===== src/ber_pkg.sv =====
`default_nettype none
package ber_pkg;

   localparam int unsigned WORD_W  = 16;
   localparam int unsigned INDEX_W = 2;

   localparam logic [INDEX_W-1:0] REG_HOLD_DELAY       = 2'd0;
   localparam logic [INDEX_W-1:0] REG_PRIMARY_PERIOD   = 2'd1;
   localparam logic [INDEX_W-1:0] REG_SECONDARY_PERIOD = 2'd2;
   localparam logic [INDEX_W-1:0] REG_BUTTON_MASK      = 2'd3;

   localparam logic [WORD_W-1:0] KEY_L1     = 16'h0004;
   localparam logic [WORD_W-1:0] KEY_R1     = 16'h0008;
   localparam logic [WORD_W-1:0] KEY_SQUARE = 16'h0080;
   localparam logic [WORD_W-1:0] KEY_UP     = 16'h1000;
   localparam logic [WORD_W-1:0] KEY_RIGHT  = 16'h2000;
   localparam logic [WORD_W-1:0] KEY_DOWN   = 16'h4000;
   localparam logic [WORD_W-1:0] KEY_LEFT   = 16'h8000;
   localparam logic [WORD_W-1:0] KEY_DPAD   = KEY_UP | KEY_RIGHT | KEY_DOWN | KEY_LEFT;
   localparam logic [WORD_W-1:0] KEY_SHLD   = KEY_L1 | KEY_R1;

   localparam logic [WORD_W-1:0] RST_HOLD_DELAY       = 16'd16;
   localparam logic [WORD_W-1:0] RST_PRIMARY_PERIOD   = 16'd4;
   localparam logic [WORD_W-1:0] RST_SECONDARY_PERIOD = 16'd8;
   localparam logic [WORD_W-1:0] RST_BUTTON_MASK      = 16'hFFFF;

   typedef struct packed {
      logic [WORD_W-1:0] hold_delay;
      logic [WORD_W-1:0] primary_period;
      logic [WORD_W-1:0] secondary_period;
      logic [WORD_W-1:0] button_mask;
   } cfg_type;

endpackage
`default_nettype wire


===== src/ber_cfg.sv =====
`default_nettype none
module ber_cfg (
   input  wire logic                          clock,
   input  wire logic                          reset,
   input  wire logic                          csr_we,
   input  wire logic [ber_pkg::INDEX_W-1:0]   csr_index,
   input  wire logic [ber_pkg::WORD_W-1:0]    csr_wdata,
   output ber_pkg::cfg_type                   cfg
);

   ber_pkg::cfg_type cfg_ff;
   ber_pkg::cfg_type cfg_in;

   always_comb begin
      cfg_in = cfg_ff;
      if (csr_we) begin
         case (csr_index)
            ber_pkg::REG_HOLD_DELAY:       cfg_in.hold_delay       = csr_wdata;
            ber_pkg::REG_PRIMARY_PERIOD:   cfg_in.primary_period   = csr_wdata;
            ber_pkg::REG_SECONDARY_PERIOD: cfg_in.secondary_period = csr_wdata;
            ber_pkg::REG_BUTTON_MASK:      cfg_in.button_mask      = csr_wdata;
            default:                       cfg_in = cfg_ff;
         endcase
      end
   end

   always_ff @(posedge clock) begin
      if (reset) begin
         cfg_ff.hold_delay       <= ber_pkg::RST_HOLD_DELAY;
         cfg_ff.primary_period   <= ber_pkg::RST_PRIMARY_PERIOD;
         cfg_ff.secondary_period <= ber_pkg::RST_SECONDARY_PERIOD;
         cfg_ff.button_mask      <= ber_pkg::RST_BUTTON_MASK;
      end else begin
         cfg_ff <= cfg_in;
      end
   end

   assign cfg = cfg_ff;

endmodule
`default_nettype wire


===== src/ber_step.sv =====
`default_nettype none
module ber_step (
   input  wire logic                          clock,
   input  wire logic                          reset,
   input  wire logic                          enable,
   input  wire logic [ber_pkg::WORD_W-1:0]    buttons,
   input  wire logic                          blocked,
   input  wire ber_pkg::cfg_type              cfg,
   output logic      [ber_pkg::WORD_W-1:0]    result
);

   localparam logic [ber_pkg::WORD_W-1:0] SAT = {ber_pkg::WORD_W{1'b1}};

   logic [ber_pkg::WORD_W-1:0] last_ff, hold_ff, prim_ff, sec_ff;
   logic [ber_pkg::WORD_W-1:0] hold_in, prim_in, sec_in;
   logic [ber_pkg::WORD_W-1:0] held, hold0, prim0, sec0;
   logic [ber_pkg::WORD_W-1:0] hold_inc, prim_inc, sec_inc, res;
   logic                       square;

   always_comb begin
      held     = buttons & (ber_pkg::KEY_SHLD | ber_pkg::KEY_DPAD);
      square   = (buttons & ber_pkg::KEY_SQUARE) != '0;
      hold0    = (buttons == '0) ? '0 : hold_ff;
      prim0    = (buttons == '0) ? '0 : prim_ff;
      sec0     = (buttons == '0) ? '0 : sec_ff;
      hold_inc = (hold0 == SAT) ? hold0 : hold0 + 1'b1;
      prim_inc = (prim0 == SAT) ? prim0 : prim0 + 1'b1;
      sec_inc  = (sec0 == SAT) ? sec0 : sec0 + 1'b1;
      hold_in  = '0;
      prim_in  = prim0;
      sec_in   = sec0;
      res      = '0;
      if (last_ff != buttons || held == '0) begin
         res = ~last_ff & buttons;
      end else begin
         hold_in = hold_inc;
         if (hold_inc == cfg.hold_delay && hold_inc != hold0) begin
            res = held;
         end
         if (hold_inc >= cfg.hold_delay) begin
            prim_in = prim_inc;
            sec_in  = sec_inc;
            if (prim_inc >= cfg.primary_period) begin
               prim_in = '0;
               res = square ? (buttons & (ber_pkg::KEY_RIGHT | ber_pkg::KEY_LEFT))
                            : (buttons & ber_pkg::KEY_DPAD);
            end
            if (sec_inc >= cfg.secondary_period) begin
               sec_in = '0;
               res = res | (square ? (buttons & (ber_pkg::KEY_SHLD | ber_pkg::KEY_UP
                                                 | ber_pkg::KEY_DOWN))
                                   : (buttons & ber_pkg::KEY_SHLD));
            end
         end else begin
            prim_in = '0;
            sec_in  = '0;
         end
      end
      result = blocked ? '0 : (res & cfg.button_mask);
   end

   always_ff @(posedge clock) begin
      if (reset) begin
         last_ff <= '0;
         hold_ff <= '0;
         prim_ff <= '0;
         sec_ff  <= '0;
      end else if (enable) begin
         last_ff <= buttons;
         hold_ff <= hold_in;
         prim_ff <= prim_in;
         sec_ff  <= sec_in;
      end
   end

endmodule
`default_nettype wire


===== src/button_edge_auto_repeat_top.sv =====
// A request passes the input register and then the result register; rsp_tvalid rises
// when the result register is loaded from the input register.
// Throughput: 1 request/cycle unless rsp stalls; combinational counter/compare path.
// Backpressure on rsp stalls both stages; a free result register refills every cycle.
// Reset (synchronous, active high): pipeline empty, pad history and counters zero,
// configuration at defaults (delay 16, periods 4 and 8, mask all ones).
`default_nettype none
module button_edge_auto_repeat_top (
   input  wire logic                          clock,
   input  wire logic                          reset,
   input  wire logic                          req_tvalid,
   output logic                               req_tready,
   input  wire logic [15:0]                   req_tdata,  // [15:0] buttons
   input  wire logic [0:0]                    req_tuser,  // [0] blocked
   output logic                               rsp_tvalid,
   input  wire logic                          rsp_tready,
   output logic      [15:0]                   rsp_tdata,  // [15:0] new_buttons
   input  wire logic                          csr_we,
   input  wire logic [ber_pkg::INDEX_W-1:0]   csr_index,
   input  wire logic [ber_pkg::WORD_W-1:0]    csr_wdata
);

   ber_pkg::cfg_type            cfg;
   logic                        in_valid_ff, out_valid_ff, advance;
   logic [ber_pkg::WORD_W-1:0]  in_buttons_ff, out_data_ff, result;
   logic                        in_blocked_ff;

   ber_cfg u_cfg (
      .clock     (clock),
      .reset     (reset),
      .csr_we    (csr_we),
      .csr_index (csr_index),
      .csr_wdata (csr_wdata),
      .cfg       (cfg)
   );

   assign advance    = !out_valid_ff || rsp_tready;
   assign req_tready = !in_valid_ff || advance;

   ber_step u_step (
      .clock   (clock),
      .reset   (reset),
      .enable  (in_valid_ff && advance),
      .buttons (in_buttons_ff),
      .blocked (in_blocked_ff),
      .cfg     (cfg),
      .result  (result)
   );

   always_ff @(posedge clock) begin
      if (reset) begin
         in_valid_ff  <= 1'b0;
         out_valid_ff <= 1'b0;
      end else begin
         if (req_tready) begin
            in_valid_ff <= req_tvalid;
         end
         if (advance) begin
            out_valid_ff <= in_valid_ff;
         end
      end
   end

   always_ff @(posedge clock) begin
      if (req_tready && req_tvalid) begin
         in_buttons_ff <= req_tdata;
         in_blocked_ff <= req_tuser[0];
      end
      if (advance && in_valid_ff) begin
         out_data_ff <= result;
      end
   end

   assign rsp_tvalid = out_valid_ff;
   assign rsp_tdata  = out_data_ff;

   a_blocked_zero: assert property (@(posedge clock) disable iff (reset)
      (in_valid_ff && advance && in_blocked_ff) |=> (rsp_tvalid && rsp_tdata == '0))
      else $error("blocked request gave a nonzero result");

   a_no_overrun: assert property (@(posedge clock) disable iff (reset)
      (in_valid_ff && !advance) |-> !req_tready)
      else $error("request taken while input stage stalled");

   a_fill: assert property (@(posedge clock) disable iff (reset)
      (in_valid_ff && advance) |=> rsp_tvalid)
      else $error("result lost on advance");

   a_reset_empty: assert property (@(posedge clock)
      $past(reset) |-> (!rsp_tvalid && !in_valid_ff))
      else $error("pipeline not empty after reset");

endmodule
`default_nettype wire


===== config.mk =====
export PLATFORM = sky130hd
export DESIGN_NAME = button_edge_auto_repeat_top
export DESIGN_NICKNAME = d
export VERILOG_FILES = /design/src/ber_pkg.sv /design/src/ber_cfg.sv /design/src/ber_step.sv /design/src/button_edge_auto_repeat_top.sv
export SDC_FILE = /design/constraint.sdc
export NUM_CORES = 1
export LEC_CHECK = 0
export BUFFER_PORTS_ARGS = -buffer_cell sky130_fd_sc_hd__buf_2
export CAP_MARGIN = 10
export CORE_AREA = 5 5 138 140
export CTS_CLUSTER_SIZE = 16
export DETAILED_ROUTE_END_ITERATION = 7
export DIE_AREA = 0 0 143 145
export PLACE_DENSITY = 0.7
export SYNTH_ARGS = -nofsm -noshare
export SYNTH_HDL_FRONTEND = slang
export SYNTH_SLANG_ARGS = --single-unit

===== constraint.sdc =====
create_clock -name clock -period 7 [get_ports clock]
set_clock_uncertainty 0.2 [all_clocks]
set_input_delay 0.35 -clock clock [delete_from_list [all_inputs] [get_ports clock]]
set_output_delay 0.35 -clock clock [all_outputs]
set_load 0.05 [all_outputs]

==> results by group, run 1 <==
Logic synthesis
  – Area leader, netlist: dfxtp_1
  – Fraction of registers with async set/reset: 0%
  – #FFs+latches synth: 163
  – Number of enable flip-flop cells after synthesis: 33
  – Synthesized instance count: about 1.1k
  – Post-synth top cells: nand2_1 (214), dfxtp_1 (130), a21oi_1 (96)
  – Sequential share of the synthesized area: slightly above 40%
  – Post-synth cell types: between 70 and 80
  – Synthesis Warnings: 0
  – Most frequent cell after synthesis: nand2_1
  – Top cells by area, synth: dfxtp_1 (29%), edfxtp_1 (11%), ha_1 (9.4%)
  – Avg Synthesized Cell Area: ~8.3 µm²
  – Synthesized Nets: 1171
  – Top cell type's share of synthesized area: approximately 29%
  – Post-synth top flop: dfxtp_1
  – Post-Syn Area: 8877 µm²

Pwr
  – Flop pwr share: between 40% and 50%
  – Int Power: about 1.6 mW
  – Total power: around 2.1 mW
  – Comb pwr share: just over 8%
  – Worst vdd ir: ~170 µV
  – Switching share of power: 27.03%
  – Leak: 3.903 nW
  – Clock share of power: approximately 45%
  – Psw: about 580 µW
  – Pwr dens: 212.5 nW/µm²

CTS
  – Worst-path clk slew: about 0.07 ns
  – CTS tree: yes
  – CTS sink cnt: 163
  – Max Root-Sink Buffers: 2
  – H-Tree Level Count: 4
  – Root Buffer Master: clkbuf_16
  – Worst-Skew Late Latency: 0.43 ns
  – Num CTS Buffers: 17
  – Setup bufs post-CTS: 0

Setup path
  – Crit path kind: flop to flop
  – CP arrival: ~6.4 ns
  – Req. time, crit path: approximately 7 ns
  – Worst Setup Start Kind: flop
  – Max FO, Critical Path: 20
  – Crit path capture type: flop

Layout
  – P&R area growth vs syn: 13.66%
  – # diodes: 0
  – Final Core Density: between 50% and 60%
  – Multi-input gate area: about 4800 µm²
  – Layout cells sized above 1: 11.08%
  – Fin area: between 10000 and 15000 µm²
  – Layout Cells excl Fill: roughly 1.4k
  – Layout Nets: ~1.2k
  – Filler Cell Count: 1597
  – Reg area: around 3600 µm²

Route
  – Routed WL: about 24000 µm
  – Detail Route Antenna Nets: 0
  – DRC errors left: 0
  – Total number of vias: about 7.8k
  – Via density: roughly 5.7
  – DR WL/cell: approximately 18 µm
  – DR pass1 iterations: 5
  – DRT iter0 DRCs: 668

Job
  – Max-Cap Viols: 0

Floorplanning
  – Initial Util: 50.10%
  – Die height: 145 µm
  – Die width: roughly 140 µm
  – Cell row count: 49
  – Io pins: 58
  – Core area: between 15000 and 20000 µm²
  – Die area: 20740 µm²

Placement
  – Cells after DPL: between 1k and 1.5k
  – DP Area: ~9300 µm²
  – Placer Congestion: 0.9009
  – Post-placement setup slack: 0.6821 ns
  – Port buffer count: 57
  – Dpl hpwl: between 15000 and 20000 µm

Global routing
  – Largest net degree at the start of global routing: 58
  – GR Overflow Total: 0
  – Overall Global Routing Usage: between 20% and 30%
  – First-pass GRT wire length: ~38000 µm
  – Initial antenna violation count: 0
  – Vias in the first global route: between 7k and 8k

Timing
  – Max_slew headroom: 27.36%
  – Fmax: 155.9 MHz
  – Final hold vios: 0
  – Hold_ws: around 0.021 ns
  – Final Max Slew Viols: 0
  – Fin Setup TNS: 0 ns
  – Tcrit/Tclk final: roughly nine tenths
  – Tightest Pin Transition: between 1 and 1.5 ns
  – Unrepaired setup endpoints after global routing: no
  – Post-route minimum period: between 6 and 7 ns
  – Final worst slack: between 0.5 and 0.6 ns
  – Final setup violation count: 0

Worst hold path
  – Min-delay worst type: input pin to flop

Outcome
  – Status: complete, no violations
critical path: stages, from the launching register on:
cell and delay [ns]:
edfxtp_1 0.50, nor4_4 0.07, and3_4 0.19, nand2_1 0.53, and2_1 0.30, ha_1 0.25, nand4_1 0.25, nor4_1 0.61
a21boi_2 0.54, nor2_1 0.20, nand3_1 0.19, xor2_1 0.18, nor2_1 0.06, ha_1 0.33, nand4_1 0.12, nor3_1 0.24
o221ai_1 0.17, o21ai_2 0.53, mux2i_1 0.25, a21oi_1 0.10, o41ai_1 0.40
power by group through the flow:
stage                     combinational [mW]  sequential, mW  clock [mW]
after floorplan                       0.0908            1.04           0
after global placement                 0.163            1.03           0
after detailed placement               0.164            1.03           0
after CTS                              0.174            1.01       0.968
after global routing                   0.192            1.01        1.02
final                                  0.175            1.01       0.959
routing by layer:
| metal | vias up | part of all wire [%] | GRT usage [%] |
|---|---|---|---|
| met2 | 298 | 44 | 35.03 |
| li1 | 3813 | - | - |
| met4 | 0 | 3.5 | 9.791 |
| met3 | 47 | 6.7 | 3.488 |
| met5 | - | 0 | 0 |
| met1 | 3628 | 46 | 33.28 |
flip-flops by register name, summed over array words and instances (netlist names):
register and count:
u_step.prim_ff 16, in_valid_ff 1, u_step.last_ff 16, u_cfg.cfg 64, in_blocked_ff 1, rsp_tvalid 1, u_step.sec_ff 16, in_buttons_ff 16
rsp_tdata 16, u_step.hold_ff 16
area by class of cell:
type	count	share of cell area (%)
clock buffer	17	4.216
clock inverter	15	1.724
inverter	69	2.567
multi-input combinational	781	47.80
sequential	163	35.62
tap	229	2.840
timing repair buffer	83	5.233
cells in the final DEF, fill, tap and decap left out, types with 4 or more instances in the layout:
cell type and instances:
inv_1 67, nor3b_1 7, o21ai_0 26, inv_8 9
nor2b_1 8, or3_1 10, xnor2_1 19, a22oi_1 13
o211ai_1 7, nor2_1 77, dlygate4sd3_1 19, o31ai_1 6
dfxtp_1 130, and3_1 17, mux2i_1 7, nand3_1 40
buf_4 7, nor3_1 12, nor4_4 4, a31oi_1 5
and2_1 11, ha_1 67, a22o_1 9, buf_2 57
a21oi_1 96, nand2b_1 6, edfxtp_1 33, o21a_1 4
nand2_1 214, nor4_1 5, nand4_1 25, xor2_1 14
a21o_1 6, clkbuf_16 17
cell families (layout without fill, tap and decap cells):
kind of cell | Yosys count | in the layout | synth area share, %
buffers and inverters | 120 | 184 | 5.243
AO/OA/AOI/OAI | 206 | 206 | 14.76
adder cells (fa/ha/maj) | 67 | 67 | 9.443
flip-flops | 163 | 163 | 40.48
XOR/XNOR | 33 | 33 | 3.256
multiplexers | 10 | 10 | 1.170
AND/OR/NAND/NOR | 465 | 465 | 25.65
repair_timing:
| item | in CTS | in global routing |
|---|---|---|
| hold endpoints to repair | 20 | 0 |
| gates resized for setup | 0 | 0 |
| hold buffers | 19 | 0 |
path summary, 6_finish.rpt:
path / slack (ns) / to / cells past startpoint / start
worst max register to register: 0.59 / rsp_tdata[12] / 20 / in_buttons_ff[7]
worst min-delay path: 0.02 / rsp_tvalid / 4 / rsp_tready
worst max-delay path: 0.59 / rsp_tdata[12] / 20 / in_buttons_ff[7]
worst min register to register: 0.25 / u_cfg.cfg[20] / 2 / u_cfg.cfg[20]
Note: power is estimated with default switching activity, not from simulation.
==> run 2, diff against run 1 <==
--- a/config.mk
+++ b/config.mk
@@ -5,12 +5,13 @@
 export SDC_FILE = /design/constraint.sdc
 export NUM_CORES = 1
 export LEC_CHECK = 0
+export ABC_AREA = 1
 export BUFFER_PORTS_ARGS = -buffer_cell sky130_fd_sc_hd__buf_2
 export CAP_MARGIN = 10
-export CORE_AREA = 5 5 138 140
-export CTS_CLUSTER_SIZE = 16
+export CORE_AREA = 5 5 144 146
+export CTS_CLUSTER_SIZE = 8
 export DETAILED_ROUTE_END_ITERATION = 7
-export DIE_AREA = 0 0 143 145
+export DIE_AREA = 0 0 149 151
 export PLACE_DENSITY = 0.7
 export SYNTH_ARGS = -nofsm -noshare
 export SYNTH_HDL_FRONTEND = slang
==> constraint.sdc (replaced) <==
create_clock -name clock -period 6.7 [get_ports clock]
set_clock_uncertainty 0.2 [all_clocks]
set_input_delay 0.335 -clock clock [delete_from_list [all_inputs] [get_ports clock]]
set_output_delay 0.335 -clock clock [all_outputs]
set_load 0.05 [all_outputs]
==> run 2 against run 1 <==
Global-route usage fell by 0.24 points. Synthesized area rose by 7.9%. Critical endpoint is now u_step.prim_ff[1]. Sequential power rose by 7%. Sequential share of layout area fell by 2.1 points. Combinational power rose by 95%. Utilization fell by 1.2 points. Hold slack got worse by 0.0035 ns. Fmax rose by 18%. Power rose by 12%.
==> results by group, run 2 <==
Outcome
  – Status: complete, no violations

Pwr
  – Int Power: around 1.7 mW
  – Worst vdd ir: around 190 µV
  – Flop pwr share: ~45%
  – Pwr dens: 224.4 nW/µm²
  – Leak: about 4.7 nW
  – Psw: 719.3 µW
  – Clock share of power: ~41%
  – Comb pwr share: between 10% and 20%
  – Switching share of power: between 20 and 30%

Layout
  – Most frequent cells in the layout: nand2_1 (261), a21oi_1 (164), inv_1 (158)
  – Most common cell after layout, fill and taps aside: nand2_1
  – # diodes: 0
  – Layout Nets: ~1.5k
  – Layout cells sized above 1: about an eighth
  – Layout Cells excl Fill: approximately 1.6k
  – Max reg flops: 64
  – P&R area growth vs syn: 12.13%

Route
  – Total number of vias: slightly below 9k
  – DR pass1 iterations: 5
  – DRT iter0 DRCs: 730
  – Via density: 5.330
  – Detail Route Antenna Nets: 0
  – Routed WL: 25330 µm
  – DRC errors left: 0
  – DR WL/cell: between 15 and 20 µm

Timing
  – Tightest Pin Transition: between 1 and 1.5 ns
  – Tcrit/Tclk final: roughly four fifths
  – Hold_ws: about 0.018 ns
  – Final hold vios: 0
  – Max_slew headroom: a little under 30%
  – Post-route minimum period: 5.415 ns
  – Unrepaired setup endpoints after global routing: no
  – Final worst slack: 1.286 ns
  – Fmax: about 180 MHz
  – Fin Setup TNS: 0 ns
  – Final setup violation count: 0
  – Final Max Slew Viols: 0

Logic synthesis
  – Post-synth top cells: nand2_1 (262), a21oi_1 (164), inv_1 (159)
  – Largest family of logic cells by synthesized area: simple AND/OR/NAND/NOR gates
  – Post-Syn Area: between 9000 and 10000 µm²
  – Synthesized Nets: between 1k and 1.5k
  – Sequential share of the synthesized area: between 30% and 40%
  – Adder-cell share of the synthesized area: under 10%
  – Post-synth top flop: dfxtp_1
  – Top cell type's share of synthesized area: a little over a quarter
  – Synthesis Warnings: 0
  – Synthesized instance count: about 1.3k
  – Post-synth cell types: 40
  – Most frequent cell after synthesis: nand2_1
  – Number of enable flip-flop cells after synthesis: 33
  – Post-Synth Simple-Gate Area: between 20% and 30%
  – Fraction of registers with async set/reset: 0%
  – Avg Synthesized Cell Area: roughly 7.3 µm²
  – Area leader, netlist: dfxtp_1
  – Top cells by area, synth: dfxtp_1 (27%), edfxtp_1 (10%), nand2_1 (10%)
  – Mux cell area share after synthesis: 0%
  – XOR/XNOR Fraction of Synth Area: under 10%
  – Synth Area in Compound Gates: ~16%
  – #FFs+latches synth: approximately 160

Floorplanning
  – Core area: roughly 19000 µm²
  – Io pins: slightly below 60
  – Die height: 151 µm
  – Die width: 149 µm
  – Die area: approximately 22000 µm²
  – Initial Util: 49.69%
  – Cell row count: 51

CTS
  – Num CTS Buffers: 17
  – CTS sink cnt: around 160
  – Root Buffer Master: clkbuf_16
  – Worst-path clk slew: approximately 0.070 ns
  – # resized after CTS: 0
  – Worst-Skew Late Latency: 0.44 ns
  – CTS tree: yes
  – Max Root-Sink Buffers: 2
  – H-Tree Level Count: 4

Job
  – Max-Cap Viols: 0

Worst hold path
  – Min-delay worst type: input pin to flop
  – Hold Path Depth: 3
  – Worst hold start: csr_wdata[15]

Setup path
  – Req. time, crit path: ~7 ns
  – Slowest CP cell: nor2_2
  – Max FO, Critical Path: 53
  – Worst path max stage delay: ~0.6 ns
  – Reg-to-Reg Start: in_buttons_ff[7]
  – Critical path startpoint: in_buttons_ff[7]
  – Worst Reg2Reg Path Length in Cells: 28
  – Worst path most repeated cell: nand2_1
  – Crit path kind: flop to flop
  – Worst Setup Start Kind: flop
  – CP arrival: between 5 and 6 ns
  – Crit path capture type: flop

Placement
  – Placer Congestion: 0.9173
  – Port buffer count: 57
  – Dpl hpwl: roughly 17000 µm
  – Cells after DPL: about 1.6k
  – Post-placement setup slack: approximately 1.4 ns

Global routing
  – Overall Global Routing Usage: between 20 and 25%
  – Initial antenna violation count: 0
  – Largest net degree at the start of global routing: between 100 and 150
  – First-pass GRT wire length: between 40000 and 50000 µm
  – GR Overflow Total: 0
  – Vias in the first global route: approximately 8.2k
run 2: changes by cell type after synthesis, moves of 12 or more:
cell / before / now
and3_1: 17 / 0
o21ai_0: 26 / 108
a21oi_1: 96 / 164
a22oi_1: 13 / 0
nand3_1: 40 / 82
xnor2_1: 19 / 7
nand2_2: 1 / 20
inv_1: 67 / 159
nand2_1: 214 / 262
nor2_1: 77 / 99
run 2: through the flow:
stage / area (µm²) / util, % / total power [mW]
2_1_floorplan: 9575 / - / 1.335
3_3_place_gp: 9961 / 51.69 / 1.426
3_5_place_dp: 9961 / 51.69 / 1.432
4_1_cts: 10740 / 55.71 / 2.416
5_1_grt: 10740 / 55.71 / 2.513
6_report: 10740 / 55.71 / 2.409
run 2: what timing repair did:
action                     in CTS  in global routing
hold endpoints to repair       19                  0
buffers inserted                0                  0
hold buffers                   19                  0
setup endpoints to repair       0                  0
run 2: cell type report:
class                           count  area [µm²]
Fill cell                        1852        8534
Multi-Input combinational cell    926        5064
Sequential cell                   163        3593
Inverter                          169       634.4
Timing Repair Buffer               83       528.0
Clock buffer                       19       454.2
Tap cell                          265       331.6
Clock inverter                     13       131.4
run 2: power by group through the flow:
stage / combinational [mW] / sequential, mW / clock, mW
2_1_floorplan: 0.221 / 1.11 / 0
3_3_place_gp: 0.323 / 1.10 / 0
3_5_place_dp: 0.328 / 1.10 / 0
4_1_cts: 0.340 / 1.08 / 0.993
5_1_grt: 0.388 / 1.09 / 1.04
6_report: 0.341 / 1.08 / 0.985
run 2: routing by layer:
layer  vias up  share of wire (%)  track usage, %
met4         0                2.1           6.957
met2       219                 47           38.04
li1       4439                  -               -
met3        38                5.1           4.698
met1      4035                 46           30.58
met5         -                  0               0
run 2: logic make-up (layout without fill, tap and decap cells):
logic type | after synthesis | in the layout
compound gates | 301 | 301
xor+xnor | 17 | 17
fa+ha+maj | 67 | 67
buf+inv | 225 | 284
flops | 163 | 163
simple gates | 541 | 541
run 2: final timing paths:
check             slack [ns]                end
setup / recovery        1.29  u_step.prim_ff[1]
hold / removal          0.02      u_cfg.cfg[15]
setup reg to reg        1.29  u_step.prim_ff[1]
hold reg to reg         0.26       u_cfg.cfg[0]
run 2: critical path, delay by kind of cell (launching register included):
kind | cells | cell delay (ns)
adders and majority gates | 2 | 0.52
and+or+nand+nor | 19 | 3.09
AOI/OAI and AO/OA | 3 | 0.38
DFF | 1 | 0.53
buffers and inverters | 4 | 0.58
==> run 3, diff against run 2 <==
==> constraint.sdc (replaced) <==
create_clock -name clock -period 5.45 [get_ports clock]
set_clock_uncertainty 0.2 [all_clocks]
set_input_delay 0.2725 -clock clock [delete_from_list [all_inputs] [get_ports clock]]
set_output_delay 0.2725 -clock clock [all_outputs]
set_load 0.05 [all_outputs]
==> run 3 against run 2 <==
Design area up 1.8%. Routed wire length up 2.2%. Hold slack worse by 0.0031 ns. Die area unchanged. Worst setup slack worse by 0.71 ns. Sequential cell count unchanged. Utilization up 0.98 points. Register-to-register slack worse by 0.71 ns.
==> results by group, run 3 (same netlist as run 2, synthesis figures left out) <==
Pwr
  – Flop pwr share: between 40 and 50%
  – Leak: 4.821 nW
  – Switching share of power: 30.17%
  – Pwr dens: roughly 270 nW/µm²
  – Clock share of power: around two fifths
  – Int Power: just over 2 mW
  – Psw: roughly 900 µW
  – Worst vdd ir: between 200 and 250 µV
  – Comb pwr share: around 14%

Placement
  – Port buffer count: between 50 and 60
  – Dpl hpwl: 18040 µm
  – Placer Congestion: ~0.9
  – DP Area: between 9000 and 10000 µm²
  – Post-placement setup slack: about 0.62 ns

Setup path
  – Reg-to-Reg Start: in_buttons_ff[7]
  – CP top delay family: simple AND/OR/NAND/NOR gates
  – Worst Reg2Reg Path Length in Cells: 27
  – Worst path max stage delay: 0.59 ns
  – Slowest CP cell: nor2_2
  – CP arrival: 5.05 ns
  – RR Endpoint: u_step.prim_ff[1]
  – Critical path buffers and inverters: 3
  – Reg2reg setup slack: 0.57 ns
  – Crit path kind: flop to flop
  – Req. time, crit path: roughly 5.6 ns
  – Worst Setup Start Kind: flop
  – Worst path most repeated cell: nand2_1
  – Max FO, Critical Path: 19
  – Crit path capture type: flop

Layout
  – Fin area: between 10000 and 15000 µm²
  – Most common cell after layout, fill and taps aside: nand2_1
  – Max reg flops: 64
  – Most frequent cells in the layout: nand2_1 (261), a21oi_1 (164), inv_1 (158)
  – Layout cells sized above 1: between 10% and 20%
  – P&R area growth vs syn: 14.10%
  – # diodes: 0
  – Final Core Density: 56.69%
  – Layout Nets: between 1k and 1.5k

CTS
  – Max Root-Sink Buffers: 2
  – CTS sink cnt: roughly 160
  – Worst-path clk slew: 0.07 ns
  – Root Buffer Master: clkbuf_16
  – H-Tree Level Count: 4
  – Num CTS Buffers: 17
  – CTS tree: yes
  – Worst-Skew Late Latency: between 0.4 and 0.5 ns

Floorplanning
  – Initial Util: roughly half
  – Die height: around 150 µm
  – Cell row count: a little over 50
  – Io pins: 58
  – Die area: around 22000 µm²
  – Die width: approximately 150 µm
  – Core area: approximately 19000 µm²

Route
  – Routed WL: between 20000 and 30000 µm
  – DR WL/cell: ~16 µm
  – Via density: ~5.3
  – DRC errors left: 0
  – Detail Route Antenna Nets: 0
  – Total number of vias: between 8k and 9k
  – DR pass1 iterations: 5
  – DRT iter0 DRCs: between 700 and 800

Worst hold path
  – Hold Path Depth: 3
  – Worst hold start: csr_wdata[11]
  – Min-delay worst type: input pin to flop
  – Hold EP: u_cfg.cfg[11]

Timing
  – Post-route minimum period: approximately 5 ns
  – Fin Setup TNS: 0 ns
  – Tightest Pin Transition: ~1.0 ns
  – Tcrit/Tclk final: roughly nine tenths
  – Unrepaired setup endpoints after global routing: no
  – Final hold vios: 0
  – Max_slew headroom: 31.39%
  – Final worst slack: between 0.5 and 0.6 ns
  – Final setup violation count: 0
  – Final Max Slew Viols: 0
  – Fmax: 205.1 MHz

Job
  – Max-Cap Viols: 0

Global routing
  – Vias in the first global route: between 8k and 9k
  – Largest net degree at the start of global routing: a little over 80
  – First-pass GRT wire length: 42270 µm
  – Initial antenna violation count: 0
  – Overall Global Routing Usage: a little under a quarter
  – GR Overflow Total: 0

Outcome
  – Status: complete, no violations
[run 3: cell types whose count changed in the layout (fill, tap and decap cells not counted), moves of 2 or more]
cell | before | now
clkinv_8 | 1 | 3
buf_4 | 7 | 9
inv_6 | 4 | 0
clkinv_4 | 0 | 5
dlygate4sd3_1 | 19 | 35
[run 3: worst register-to-register path: cells and delay by family (launching register included)]
kind	cells	cell delay (ns)
and+or+nand+nor	19	2.87
adders and majority gates	2	0.52
DFF	1	0.51
buffers and inverters	3	0.36
AOI/OAI and AO/OA	3	0.36
[run 3: power by group through the flow]
stage | Clock (mW) | Sequential (mW) | Combinational [mW]
2_1_floorplan | 0 | 1.37 | 0.271
3_3_place_gp | 0 | 1.36 | 0.394
3_5_place_dp | 0 | 1.36 | 0.402
4_1_cts | 1.22 | 1.33 | 0.426
5_1_grt | 1.29 | 1.34 | 0.482
6_report | 1.21 | 1.33 | 0.428
[run 3: routing by layer]
| metal | wire length [µm] | vias up | share of wire [%] | global-route usage, % |
|---|---|---|---|---|
| li1 | - | 4477 | - | - |
| met1 | 11740 | 4078 | 45 | 31.25 |
| met2 | 12060 | 260 | 47 | 38.83 |
| met3 | 1533 | 43 | 5.9 | 3.591 |
| met4 | 556 | 0 | 2.1 | 8.467 |
| met5 | 0 | - | 0 | 0 |
[run 3: timing repair]
| action | in CTS | in global routing |
|---|---|---|
| hold endpoints to repair | 39 | 0 |
| buffers inserted | 0 | 0 |
| resized for setup | 0 | 0 |
| hold buffers | 35 | 0 |
[run 3: layout make-up]
type / count / area, µm²
Clock buffer: 18 / 439.2
Fill cell: 1802 / 8346
Clock inverter: 14 / 160.2
Multi-Input combinational cell: 926 / 5064
Tap cell: 265 / 331.6
Inverter: 169 / 634.4
Sequential cell: 163 / 3593
Timing Repair Buffer: 101 / 703.2
[run 3: worst max-delay path by stage]
| stage | slack (ns) | end | cells after the start | from |
|---|---|---|---|---|
| final | 0.57 | u_step.prim_ff[1] | 27 | in_buttons_ff[7] |
| after global routing | 0.12 | u_step.prim_ff[1] | 27 | in_buttons_ff[7] |
| after CTS | 0.59 | u_step.prim_ff[1] | 27 | in_buttons_ff[7] |
| after detailed placement | 0.62 | u_step.prim_ff[1] | 27 | in_buttons_ff[7] |
| after global placement | 0.72 | u_step.prim_ff[1] | 27 | in_buttons_ff[7] |
| after floorplan | 1.44 | u_step.sec_ff[8] | 29 | in_buttons_ff[7] |
[run 3: stage by stage]
stage | power (mW) | hold slack (ns) | instances
floorplan | 1.641 | 0.1714 | 1314
global placement | 1.751 | 0.2380 | 1589
detailed placement | 1.761 | 0.2451 | 1589
CTS | 2.982 | 0.01203 | 1656
global route | 3.108 | 0.01409 | 1656
finish | 2.972 | 0.01457 | 1656
